### src/design/tsu_pkg.sv
// Shared types, constants and helpers for the tick-sampled UART with queues.
// Used by tsu_tx, tsu_rx and tick_sampled_uart_with_fifos_top; depends on nothing.
package tsu_pkg;

    localparam int TX_DEPTH  = 16;
    localparam int RX_DEPTH  = 16;
    localparam int TX_PTR_W  = $clog2(TX_DEPTH);
    localparam int RX_PTR_W  = $clog2(RX_DEPTH);
    localparam int DATA_W    = 8;
    localparam int SLICE_W   = 8;
    localparam int CNT_W     = 4;
    localparam int FRAME_W   = DATA_W + 2;
    localparam int DATA_BITS = 8;
    localparam int BITS_W    = 4;

    // Item actions
    typedef enum logic [1:0] {
        ACT_TICK = 2'd0,
        ACT_PUSH = 2'd1,
        ACT_POP  = 2'd2,
        ACT_PEEK = 2'd3
    } t_action;

    // Configuration register indexes
    typedef enum logic {
        CFG_BIT_SLICES = 1'b0,
        CFG_RX_ENABLE  = 1'b1
    } t_cfg_index;

    // Transmit side view after the item
    typedef struct packed {
        logic line;
        logic busy;
        logic accepted;
    } t_tx_status;

    // Receive side view after the item
    typedef struct packed {
        logic [DATA_W-1:0] data;
        logic              valid;
        logic [CNT_W-1:0]  count;
        logic              overrun;
    } t_rx_status;

    // A bit period of zero ticks runs as one tick
    function automatic logic [SLICE_W-1:0] slices_eff(input logic [SLICE_W-1:0] s);
        return (s == '0) ? SLICE_W'(1) : s;
    endfunction

endpackage

### src/design/tsu_tx.sv
// Transmit queue (ring of TX_DEPTH bytes) and 8N1 frame shifter.
// Depends on tsu_pkg.
module tsu_tx
    import tsu_pkg::*;
(
    input  logic                 i_clk,
    input  logic                 i_rst_n,
    input  logic                 i_accept,
    input  t_action              i_action,
    input  logic [DATA_W-1:0]    i_tx_byte,
    input  logic [SLICE_W-1:0]   i_bit_slices,
    output t_tx_status           o_status
);

    logic [DATA_W-1:0]   r_queue [TX_DEPTH];
    logic [TX_PTR_W-1:0] r_head, n_head;
    logic [TX_PTR_W-1:0] r_tail, n_tail;
    logic                r_active, n_active;
    logic [FRAME_W-1:0]  r_shift, n_shift;
    logic [SLICE_W-1:0]  r_cnt, n_cnt;
    logic                r_level, n_level;

    logic [TX_PTR_W-1:0] head_next;
    logic [TX_PTR_W-1:0] tail_next;
    logic [SLICE_W-1:0]  cnt_dec;
    logic [FRAME_W-1:0]  frame;
    logic                wr_en;
    logic                accepted;

    assign head_next = (r_head == TX_PTR_W'(TX_DEPTH - 1)) ? '0 : r_head + 1'b1;
    assign tail_next = (r_tail == TX_PTR_W'(TX_DEPTH - 1)) ? '0 : r_tail + 1'b1;
    assign cnt_dec   = r_cnt - 1'b1;
    // Fresh frame: stop bit high, data LSB first, start bit low
    assign frame     = (r_shift == '0) ? {1'b1, r_queue[r_tail], 1'b0} : r_shift;

    // Advance the shifter on a tick, queue a byte on a push
    always_comb begin
        n_head   = r_head;
        n_tail   = r_tail;
        n_active = r_active;
        n_shift  = r_shift;
        n_cnt    = r_cnt;
        n_level  = r_level;
        wr_en    = 1'b0;
        accepted = 1'b0;
        if (i_accept) begin
            unique case (i_action)
                ACT_TICK: begin
                    if (r_active) begin
                        if (r_cnt != '0 && cnt_dec != '0) begin
                            n_cnt = cnt_dec;
                        end else begin
                            n_cnt = '0;
                            if (r_shift == '0 && r_tail == r_head) begin
                                n_active = 1'b0;
                            end else begin
                                if (r_shift == '0) begin
                                    n_tail = tail_next;
                                end
                                n_level = frame[0];
                                n_shift = {1'b0, frame[FRAME_W-1:1]};
                                n_cnt   = slices_eff(i_bit_slices);
                            end
                        end
                    end
                end
                ACT_PUSH: begin
                    if (head_next != r_tail) begin
                        wr_en    = 1'b1;
                        n_head   = head_next;
                        n_active = 1'b1;
                        accepted = 1'b1;
                    end
                end
                ACT_POP, ACT_PEEK: begin
                end
            endcase
        end
    end

    always_ff @(posedge i_clk) begin
        if (!i_rst_n) begin
            r_head   <= '0;
            r_tail   <= '0;
            r_active <= 1'b0;
            r_shift  <= '0;
            r_cnt    <= '0;
            r_level  <= 1'b1;
        end else begin
            r_head   <= n_head;
            r_tail   <= n_tail;
            r_active <= n_active;
            r_shift  <= n_shift;
            r_cnt    <= n_cnt;
            r_level  <= n_level;
        end
    end

    // Store pushed bytes
    always_ff @(posedge i_clk) begin
        if (wr_en) begin
            r_queue[r_head] <= i_tx_byte;
        end
    end

    assign o_status.line     = n_level;
    assign o_status.busy     = n_active;
    assign o_status.accepted = accepted;

endmodule

### src/design/tsu_rx.sv
// Receive sampler (start detect, mid-bit sampling) and receive queue ring.
// Depends on tsu_pkg.
module tsu_rx
    import tsu_pkg::*;
(
    input  logic                 i_clk,
    input  logic                 i_rst_n,
    input  logic                 i_accept,
    input  t_action              i_action,
    input  logic                 i_rx_line,
    input  logic [SLICE_W-1:0]   i_bit_slices,
    input  logic                 i_rx_enable,
    input  logic                 i_clear,
    output t_rx_status           o_status
);

    logic [DATA_W-1:0]   r_queue [RX_DEPTH];
    logic [RX_PTR_W-1:0] r_head, n_head;
    logic [RX_PTR_W-1:0] r_tail, n_tail;
    logic                r_active, n_active;
    logic                r_stop_wait, n_stop_wait;
    logic [DATA_W-1:0]   r_shift, n_shift;
    logic [BITS_W-1:0]   r_bits, n_bits;
    logic [SLICE_W-1:0]  r_cnt, n_cnt;

    logic [RX_PTR_W-1:0] head_next;
    logic [RX_PTR_W-1:0] tail_next;
    logic [SLICE_W-1:0]  s_eff;
    logic [SLICE_W:0]    start_dly;
    logic [SLICE_W-1:0]  cnt_dec;
    logic [BITS_W-1:0]   bits_dec;
    logic [RX_PTR_W:0]   fill;
    logic                wr_en;
    logic                overrun;
    logic                rd_valid;
    logic [DATA_W-1:0]   rd_data;

    assign head_next = (r_head == RX_PTR_W'(RX_DEPTH - 1)) ? '0 : r_head + 1'b1;
    assign tail_next = (r_tail == RX_PTR_W'(RX_DEPTH - 1)) ? '0 : r_tail + 1'b1;
    assign s_eff     = slices_eff(i_bit_slices);
    // 1.5 bit periods to the first data bit, saturated
    assign start_dly = {1'b0, s_eff} + {2'b00, s_eff[SLICE_W-1:1]};
    assign cnt_dec   = r_cnt - 1'b1;
    assign bits_dec  = r_bits - 1'b1;

    // Sample the line on a tick, read the queue on a pop or peek
    always_comb begin
        n_head      = r_head;
        n_tail      = r_tail;
        n_active    = r_active;
        n_stop_wait = r_stop_wait;
        n_shift     = r_shift;
        n_bits      = r_bits;
        n_cnt       = r_cnt;
        wr_en       = 1'b0;
        overrun     = 1'b0;
        rd_valid    = 1'b0;
        rd_data     = '0;
        if (i_accept) begin
            unique case (i_action)
                ACT_TICK: begin
                    if (i_rx_enable) begin
                        if (r_stop_wait) begin
                            n_cnt = cnt_dec;
                            if (cnt_dec == '0) begin
                                n_stop_wait = 1'b0;
                                n_active    = 1'b0;
                                if (head_next == r_tail) begin
                                    overrun = 1'b1;
                                end else begin
                                    wr_en  = 1'b1;
                                    n_head = head_next;
                                end
                            end
                        end else if (!r_active) begin
                            if (!i_rx_line) begin
                                n_active = 1'b1;
                                n_shift  = '0;
                                n_cnt    = start_dly[SLICE_W] ? '1 : start_dly[SLICE_W-1:0];
                                n_bits   = BITS_W'(DATA_BITS);
                            end
                        end else begin
                            n_cnt = cnt_dec;
                            if (cnt_dec == '0) begin
                                n_cnt   = s_eff;
                                n_shift = {i_rx_line, r_shift[DATA_W-1:1]};
                                n_bits  = bits_dec;
                                if (bits_dec == '0) begin
                                    n_stop_wait = 1'b1;
                                end
                            end
                        end
                    end
                end
                ACT_PUSH: begin
                end
                ACT_POP, ACT_PEEK: begin
                    if (r_head != r_tail) begin
                        rd_valid = 1'b1;
                        rd_data  = r_queue[r_tail];
                        if (i_action == ACT_POP) begin
                            n_tail = tail_next;
                        end
                    end
                end
            endcase
        end
    end

    // Bytes waiting after the item
    always_comb begin
        fill = {1'b0, n_head} - {1'b0, n_tail};
        if (n_head < n_tail) begin
            fill = fill + (RX_PTR_W+1)'(RX_DEPTH);
        end
    end

    // Drop the queue and any frame on reset or when the receiver is switched off
    always_ff @(posedge i_clk) begin
        if (!i_rst_n || i_clear) begin
            r_head      <= '0;
            r_tail      <= '0;
            r_active    <= 1'b0;
            r_stop_wait <= 1'b0;
            r_shift     <= '0;
            r_bits      <= '0;
            r_cnt       <= '0;
        end else begin
            r_head      <= n_head;
            r_tail      <= n_tail;
            r_active    <= n_active;
            r_stop_wait <= n_stop_wait;
            r_shift     <= n_shift;
            r_bits      <= n_bits;
            r_cnt       <= n_cnt;
        end
    end

    // Store received bytes
    always_ff @(posedge i_clk) begin
        if (wr_en) begin
            r_queue[r_head] <= r_shift;
        end
    end

    assign o_status.data    = rd_data;
    assign o_status.valid   = rd_valid;
    assign o_status.count   = CNT_W'(fill);
    assign o_status.overrun = overrun;

endmodule

### src/design/tick_sampled_uart_with_fifos_top.sv
// Tick-sampled 8N1 UART with transmit and receive queues.
// The result of an accepted item is registered and appears in the output register in the next cycle.
// Throughput: one item per cycle; the whole update of both queues, the shifter and
// the sampler is one pass of logic. A result held by output stall stalls the input.
// Reset (synchronous, active low): queues empty, line idle high, bit_slices 4,
// receiver enabled. Depends on tsu_pkg, tsu_tx and tsu_rx.
module tick_sampled_uart_with_fifos_top
    import tsu_pkg::*;
(
    input  logic                 i_clk,
    input  logic                 i_rst_n,
    // configuration
    input  logic                 i_cfg_we,
    input  logic                 i_cfg_index,
    input  logic [SLICE_W-1:0]   i_cfg_data,
    // input items
    input  logic                 i_in_valid,
    output logic                 o_in_stall,
    input  logic [1:0]           i_action,
    input  logic                 i_rx_line,
    input  logic [DATA_W-1:0]    i_tx_byte,
    // result items
    output logic                 o_out_valid,
    input  logic                 i_out_stall,
    output logic                 o_tx_line,
    output logic                 o_tx_busy,
    output logic                 o_tx_accepted,
    output logic [DATA_W-1:0]    o_rx_data,
    output logic                 o_rx_valid,
    output logic [CNT_W-1:0]     o_rx_count,
    output logic                 o_rx_overrun
);

    logic [SLICE_W-1:0] r_bit_slices;
    logic               r_rx_enable;
    logic               r_out_valid;
    t_tx_status         r_tx_out;
    t_rx_status         r_rx_out;

    logic               accept;
    logic               rx_clear;
    t_action            action;
    t_tx_status         tx_status;
    t_rx_status         rx_status;

    // Take a new item unless a result is held back
    assign o_in_stall = r_out_valid && i_out_stall;
    assign accept     = i_in_valid && !o_in_stall;
    assign action     = t_action'(i_action);
    assign rx_clear   = i_cfg_we && (t_cfg_index'(i_cfg_index) == CFG_RX_ENABLE)
                        && !i_cfg_data[0];

    // Configuration registers
    always_ff @(posedge i_clk) begin
        if (!i_rst_n) begin
            r_bit_slices <= SLICE_W'(4);
            r_rx_enable  <= 1'b1;
        end else if (i_cfg_we) begin
            unique case (t_cfg_index'(i_cfg_index))
                CFG_BIT_SLICES: r_bit_slices <= i_cfg_data;
                CFG_RX_ENABLE:  r_rx_enable  <= i_cfg_data[0];
            endcase
        end
    end

    tsu_tx u_tx (
        .i_clk        (i_clk),
        .i_rst_n      (i_rst_n),
        .i_accept     (accept),
        .i_action     (action),
        .i_tx_byte    (i_tx_byte),
        .i_bit_slices (r_bit_slices),
        .o_status     (tx_status)
    );

    tsu_rx u_rx (
        .i_clk        (i_clk),
        .i_rst_n      (i_rst_n),
        .i_accept     (accept),
        .i_action     (action),
        .i_rx_line    (i_rx_line),
        .i_bit_slices (r_bit_slices),
        .i_rx_enable  (r_rx_enable),
        .i_clear      (rx_clear),
        .o_status     (rx_status)
    );

    // Output valid: set on an accepted item, drop when taken
    always_ff @(posedge i_clk) begin
        if (!i_rst_n) begin
            r_out_valid <= 1'b0;
        end else if (accept) begin
            r_out_valid <= 1'b1;
        end else if (!i_out_stall) begin
            r_out_valid <= 1'b0;
        end
    end

    // Hold the result payload until the next item
    always_ff @(posedge i_clk) begin
        if (accept) begin
            r_tx_out <= tx_status;
            r_rx_out <= rx_status;
        end
    end

    assign o_out_valid   = r_out_valid;
    assign o_tx_line     = r_tx_out.line;
    assign o_tx_busy     = r_tx_out.busy;
    assign o_tx_accepted = r_tx_out.accepted;
    assign o_rx_data     = r_rx_out.data;
    assign o_rx_valid    = r_rx_out.valid;
    assign o_rx_count    = r_rx_out.count;
    assign o_rx_overrun  = r_rx_out.overrun;

endmodule
### config.mk
export PLATFORM = sky130hd
export DESIGN_NAME = tick_sampled_uart_with_fifos_top
export DESIGN_NICKNAME = d
export VERILOG_FILES = /design/src/design/tsu_pkg.sv /design/src/design/tsu_tx.sv /design/src/design/tsu_rx.sv /design/src/design/tick_sampled_uart_with_fifos_top.sv
export SDC_FILE = /design/constraint.sdc
export NUM_CORES = 1
export LEC_CHECK = 0
export BUFFER_PORTS_ARGS = -buffer_cell sky130_fd_sc_hd__buf_2
export CAP_MARGIN = 5
export CORE_ASPECT_RATIO = 0.75
export CORE_MARGIN = 3
export CORE_UTILIZATION = 50
export DETAILED_ROUTE_END_ITERATION = 10
export PLACE_DENSITY = 0.72
export SLEW_MARGIN = 30
export SYNTH_ARGS = -nofsm -noshare
export SYNTH_HDL_FRONTEND = slang
export SYNTH_HIERARCHICAL = 1
export SYNTH_SLANG_ARGS = --single-unit
### constraint.sdc
create_clock -name i_clk -period 4.71 [get_ports i_clk]
set_input_delay 0.2355 -clock i_clk [delete_from_list [all_inputs] [get_ports i_clk]]
set_output_delay 0.2355 -clock i_clk [all_outputs]
set_load 0.005 [all_outputs]
==> metrics, run 1 <==
outcome complete, no violations; LEAKAGE about 0.006 µW; relative slew slack around two fifths; register area share after synthesis a little over three fifths; layout cell share with drive strength beyond 1 about a fifth; Die ar. between 30000 and 40000 µm²; CP startpoint kind flip-flop; crit share post-route roughly 81%; Power, Total 6245 µW; final net count between 1000 and 1500; minimum clock period roughly 3.8 ns; worst path cell trace inv_1, ha_1, or3b_4, o31a_1, nor4_4, o211a_1, mux2i_1, inv_1, ha_1, a21o_1, a21oi_1, xor2_1, xnor2_1; GP Congestion approximately 0.84; Worst Hold End r_bit_slices[2]; Syn Inst Count between 1000 and 1500; Max IR drop VDD between 200 and 250 µV; Area contributors post-synth edfxtp_1, mux4_2, dfxtp_1, mux2i_1, ha_1; asr flop ratio synth 0%; Min-Delay Path Class input pin to flip-flop; vias in the first global route 8571; area grow syn2layout 11.11%; final setup margin a little over 0.9 ns; final setup TNS 0 ns; Fin. Hold Viols 0; switching power ~1300 µW; FF-to-FF Start u_rx/r_cnt[0]; Antenna Cells 0; WL final 31930 µm; CTS Buf Count 35; crit path max fanout 13; Avg WL per Cell 21.43 µm; synthesis-stage register bit count 344; RSZ-0062 raised after global routing no; flop2flop setup slack just over 0.9 ns; Worst path slowest cell o211a_1; Worst-Margin Slew 0.8799 ns; core area roughly 30000 µm²; switching part of the total between 20% and 30%; WHS Path Cells 3; most frequent cells after synthesis edfxtp_1, mux4_2, dfxtp_1; Worst EP arrival between 4 and 5 ns; area share of the largest cell type after synthesis 53.46%; via count slightly below 9000; final core utilization a little under three fifths; achievable clock frequency ~260 MHz; Setup crit end kind flip-flop; cell with the most instances after synthesis edfxtp_1; Avg Cell Area, Syn roughly 15 µm²; syn_nets 1092; Slew Limit Fails 0; Die W 208.2 µm; combinational power share 3.2%; RR Endpoint o_rx_count[3]; Post-Syn Area around 15000 µm²; global-route wire length before repair 50210 µm; PortBufs 43; Final Skew 0.01610 ns; largest net degree at the start of global routing a little under 50; sequential power share a little over half; max-capacitance violation count 0; antenna viol nets, final 0; placed wire-length estimate slightly above 20000 µm; initial antenna violation count 0; die height between 150 and 200 µm; Req. time, crit path a little under 5 ns; CTS max path bufs 3; Post-Place Worst Slack between 0.9 and 1 ns; # H-tree levels 2; total track usage 19.68%; Worst path max stage delay between 0.4 and 0.5 ns; Pre-antenna DRT Iters 5; CTS tree built; Initial Utilization 51.70%; # setup viols final 0; # IOs 44; main flop type after synthesis edfxtp_1; clock sink total 344; global route total overflow 0; CP Class flip-flop to flip-flop; pwr/cell area approximately 370 nW/µm²; drc violations 0; Post-synth EDFFs between 200 and 300; clock power share ~44%; area leader, netlist edfxtp_1; CP bufs+invs 2; Clock Pin Slew Worst Setup and Hold Paths roughly 0.060 ns; post-synth cell types 76; number of DRC markers in iteration 0 766; P_int 4969 µW; HP Start i_cfg_we; worst skew pair latency about 0.52 ns; CP top delay family compound AO/OA/AOI/OAI gates; Vias/cell 5.966; # rows 54; worst reg2reg path depth 13; synthesis warning total 6; Clock Tree Root clkbuf_16
[tightest hold or removal path: cells and delay by family]
kind,cells,cell delay (ns)
compound gates,1,0.08
buf+inv,1,0.11
simple gates,1,0.08
[logic make-up after synthesis]
family	share of synthesized area, %
simple gates	9.825
buf+inv	3.003
fa+ha+maj	2.644
flops	62.73
xor+xnor	1.926
compound gates	6.242
mux	13.63
[timing repair]
item / 4_1_cts / 5_1_grt
gates resized for setup: 0 / 0
hold buffers: 9 / 0
setup buffers: 0 / 0
endpoints found under the setup margin: 0 / 0
hold endpoints to repair: 9 / 0
[metrics by stage]
stage	hold slack [ns]	instance area, µm²	cells
2_1_floorplan	0.3344	15330	1036
3_3_place_gp	0.4614	15790	1417
3_5_place_dp	0.4632	15790	1417
4_1_cts	0.01248	17010	1489
5_1_grt	0.03152	17040	1490
6_report	0.02662	17040	1490
[layout by cell type, fill, tap and decap left out, types with 5 or more instances in the layout]
cell           Yosys  routed
buf_4             15       9
o21ai_0           20      20
nor2_1            29      29
nand2b_1           8       8
inv_1             36      36
clkinv_2           0       5
nand3b_1           9       9
xnor2_1           21      21
and3_1            27      27
o2111ai_1          6       6
dlygate4sd3_1      0       9
clkbuf_16          0      35
nor3_1            13      13
buf_2              8      43
nor2b_1           19      17
edfxtp_1         273     273
a21oi_1           38      38
clkbuf_1          27      11
nand2_1           60      60
nand4_1           16      16
dfxtp_1           71      67
mux4_2            73      73
a31oi_1           22      22
o21a_1             7       7
or2_2              5       5
and2_1            18      18
nand3_1           35      35
mux2i_1           40      40
xor2_1            10      10
ha_1              30      30
nor4_1             5       5
[state kept, by name (all words and copies together), names as in the netlist, 4 cells and up, named ones only]
| name | count |
|---|---|
| u_rx/r_queue | 128 |
| u_tx/r_queue | 128 |
| u_tx/r_shift | 9 |
| o_rx_data | 8 |
| r_bit_slices | 8 |
| u_rx/r_cnt | 8 |
| u_rx/r_shift | 8 |
| u_tx/r_cnt | 8 |
| o_rx_count | 4 |
| u_rx/r_bits | 4 |
| u_rx/r_head | 4 |
| u_rx/r_tail | 4 |
| u_tx/r_head | 4 |
| u_tx/r_tail | 4 |
[power groups by stage]
stage               clock, µW  sequential [µW]  combinational [µW]
floorplan                   0             3350                 133
global placement            0             3360                 190
detailed placement          0             3360                 194
CTS                      2810             3300                 201
global route             2930             3300                 226
finish                   2740             3300                 201
[routing by layer]
layer / GRT usage [%] / wire length [µm]
met5: 0 / 0
met1: 30.46 / 15180
met3: 3.903 / 2191
met2: 29.12 / 14040
met4: 4.491 / 518
[layout make-up]
cell class | instances | area, µm²
fill | 2267 | 12620
sequential | 344 | 9627
multi-input combinational | 593 | 5259
clock buffer | 47 | 930.9
tap | 392 | 490.5
timing repair buffer | 62 | 400.4
clock inverter | 16 | 195.2
inverter | 36 | 135.1
[how the worst max path moves through the flow]
stage | start | to | depth (start not counted) | slack (ns)
2_1_floorplan | o_out_valid | o_rx_count[3] | 12 | 1.01
3_3_place_gp | u_rx/r_cnt[0] | o_rx_count[3] | 13 | 1.06
3_5_place_dp | u_rx/r_cnt[0] | o_rx_count[3] | 13 | 0.95
4_1_cts | u_rx/r_cnt[0] | o_rx_count[3] | 13 | 0.92
5_1_grt | u_rx/r_head[0] | o_rx_count[3] | 12 | 0.64
6_report | u_rx/r_cnt[0] | o_rx_count[3] | 13 | 0.91
(Power assumes the default switching activity.)
==> inputs of run 2 (changes only) <==
- PLACE_DENSITY: 0.72 -> 0.75
- clock period: 4.71 -> 3.47 ns (I/O delays scaled with it)
==> metrics, run 2 (same netlist as run 1, synthesis figures left out) <==
Initial Utilization 51.70%; CP Class flip-flop to flip-flop; antenna viol nets, final 0; die height about 160 µm; WL final roughly 32000 µm; largest registers u_rx/r_queue x128, u_tx/r_queue x128, u_tx/r_shift x9; metal3 WL between 2000 and 2500 µm; GP Congestion around 0.81; via count about 9200; Clock Tree Root clkbuf_16; CP bufs+invs 2; Max IR drop VDD between 400 and 500 µV; met1 WL between 15000 and 20000 µm; crit share post-route between 90% and 100%; global route total overflow 0; Min-Delay Path Class input pin to flip-flop; max-capacitance violation count 0; Die W approximately 210 µm; number of DRC markers in iteration 0 roughly 870; relative slew slack between 40% and 50%; PortBufs 43; # H-tree levels 2; Req. time, crit path roughly 3.7 ns; metal2 WL about 14000 µm; Die ar. ~33000 µm²; outcome complete, no violations; Fin. Hold Viols 0; CTS tree built; Pre-antenna DRT Iters 5; Finished Layout Cells around 1500; CTS max path bufs 3; most frequent cells in the layout edfxtp_1, mux4_2, dfxtp_1; final setup TNS 0 ns; Layout fillers about 2300; clock sink total ~340; CP top delay family compound AO/OA/AOI/OAI gates; # IOs 44; Slew Limit Fails 0; final setup margin between 0.15 and 0.2 ns; Power, Total roughly 8500 µW; pwr/cell area 491.8 nW/µm²; achievable clock frequency 301.2 MHz; total track usage between 10% and 20%; Vias/cell around 6.0; minimum clock period between 3 and 4 ns; Worst path max stage delay 0.40 ns; layout cell share with drive strength beyond 1 about a fifth; Post-Place Worst Slack 0.06583 ns; crit path max fanout 4; Worst EP arrival 3.59 ns; CTS Buf Count 34; Final Skew ~0.019 ns; worst skew pair latency 0.52 ns; Avg WL per Cell ~21 µm; area grow syn2layout 12.54%; initial antenna violation count 0; Setup crit end kind flip-flop; Antenna Cells 0; worst path cell trace inv_2, ha_4, or3b_4, o31a_1, nor4_4, o211a_1, mux2i_2, inv_1, ha_1, a21o_1, a21oi_2, xor2_1, xnor2_1; Clock Pin Slew Worst Setup and Hold Paths 0.06 ns; Worst-Margin Slew 0.8599 ns; # setup viols final 0; placed wire-length estimate 20920 µm; CP startpoint kind flip-flop; DR top layer met4; final net count 1154; largest net degree at the start of global routing 48; vias in the first global route approximately 8800; core area between 20000 and 30000 µm²; drc violations 0; area occupied by multi-input gates 5280 µm²; LEAKAGE about 0.006 µW; FF+latch area 9623 µm²; placed cell count around 1400; commonest non-fill, non-tap cell in the layout edfxtp_1; Worst path slowest cell or3b_4; global-route wire length before repair 51120 µm; # rows between 50 and 60
-- run 2: cell count changes in the layout (fill, tap and decap cells not counted), sizes merged --
cell	previous run	this run
clkinvlp	1	0
clkbuf	47	48
dlygate4sd3	9	12
buf	53	77
inv	40	38
clkinv	7	9
bufinv	4	3
-- run 2: area by class of cell --
type,instances,area share [%]
Timing Repair Buffer,89,3.444
Sequential cell,344,55.76
Inverter,36,0.7831
Tap cell,392,2.842
Clock inverter,14,0.9136
Clock buffer,48,5.655
Multi-Input combinational cell,593,30.60
-- run 2: metrics by stage --
stage               hold slack [ns]  utilization [%]  cell area [µm²]
global route                0.03626            58.18            17260
global placement             0.3985            53.80            15960
detailed placement           0.4052            53.80            15960
finish                      0.01584            58.18            17260
floorplan                    0.2724                -            15340
CTS                        0.003499            58.03            17210
-- run 2: layer usage --
| layer | vias up | track usage [%] |
|---|---|---|
| li1 | 4147 | - |
| met5 | - | 0 |
| met1 | 4639 | 30.60 |
| met4 | 0 | 4.524 |
| met3 | 43 | 3.942 |
| met2 | 322 | 29.68 |
-- run 2: final timing paths --
check / from / to / slack (ns) / cells past startpoint
worst max register to register: u_rx/r_cnt[0] / o_rx_count[3] / 0.15 / 13
worst min register to register: u_tx/r_shift[5] / u_tx/r_shift[4] / 0.51 / 2
worst min-delay path: i_cfg_index / r_rx_enable / 0.02 / 3
worst max-delay path: u_rx/r_cnt[0] / o_rx_count[3] / 0.15 / 13
-- run 2: power by group --
| part | internal [µW] | total (µW) | switching, µW |
|---|---|---|---|
| Combinational | 119 | 306 | 187 |
| Clock | 2200 | 3710 | 1510 |
| Sequential | 4440 | 4470 | 25.2 |
-- run 2: repair_timing --
action / CTS / global route
endpoints found under the setup margin: 0 / 1
hold buffers: 12 / 0
gates resized for setup: 0 / 9
endpoints found under the hold margin: 11 / 0
setup buffers: 0 / 2
-- run 2: worst min-delay path, stage by stage --
cell,delay (ns)
buf_2,0.12
a21oi_1,0.07
o21ai_0,0.12
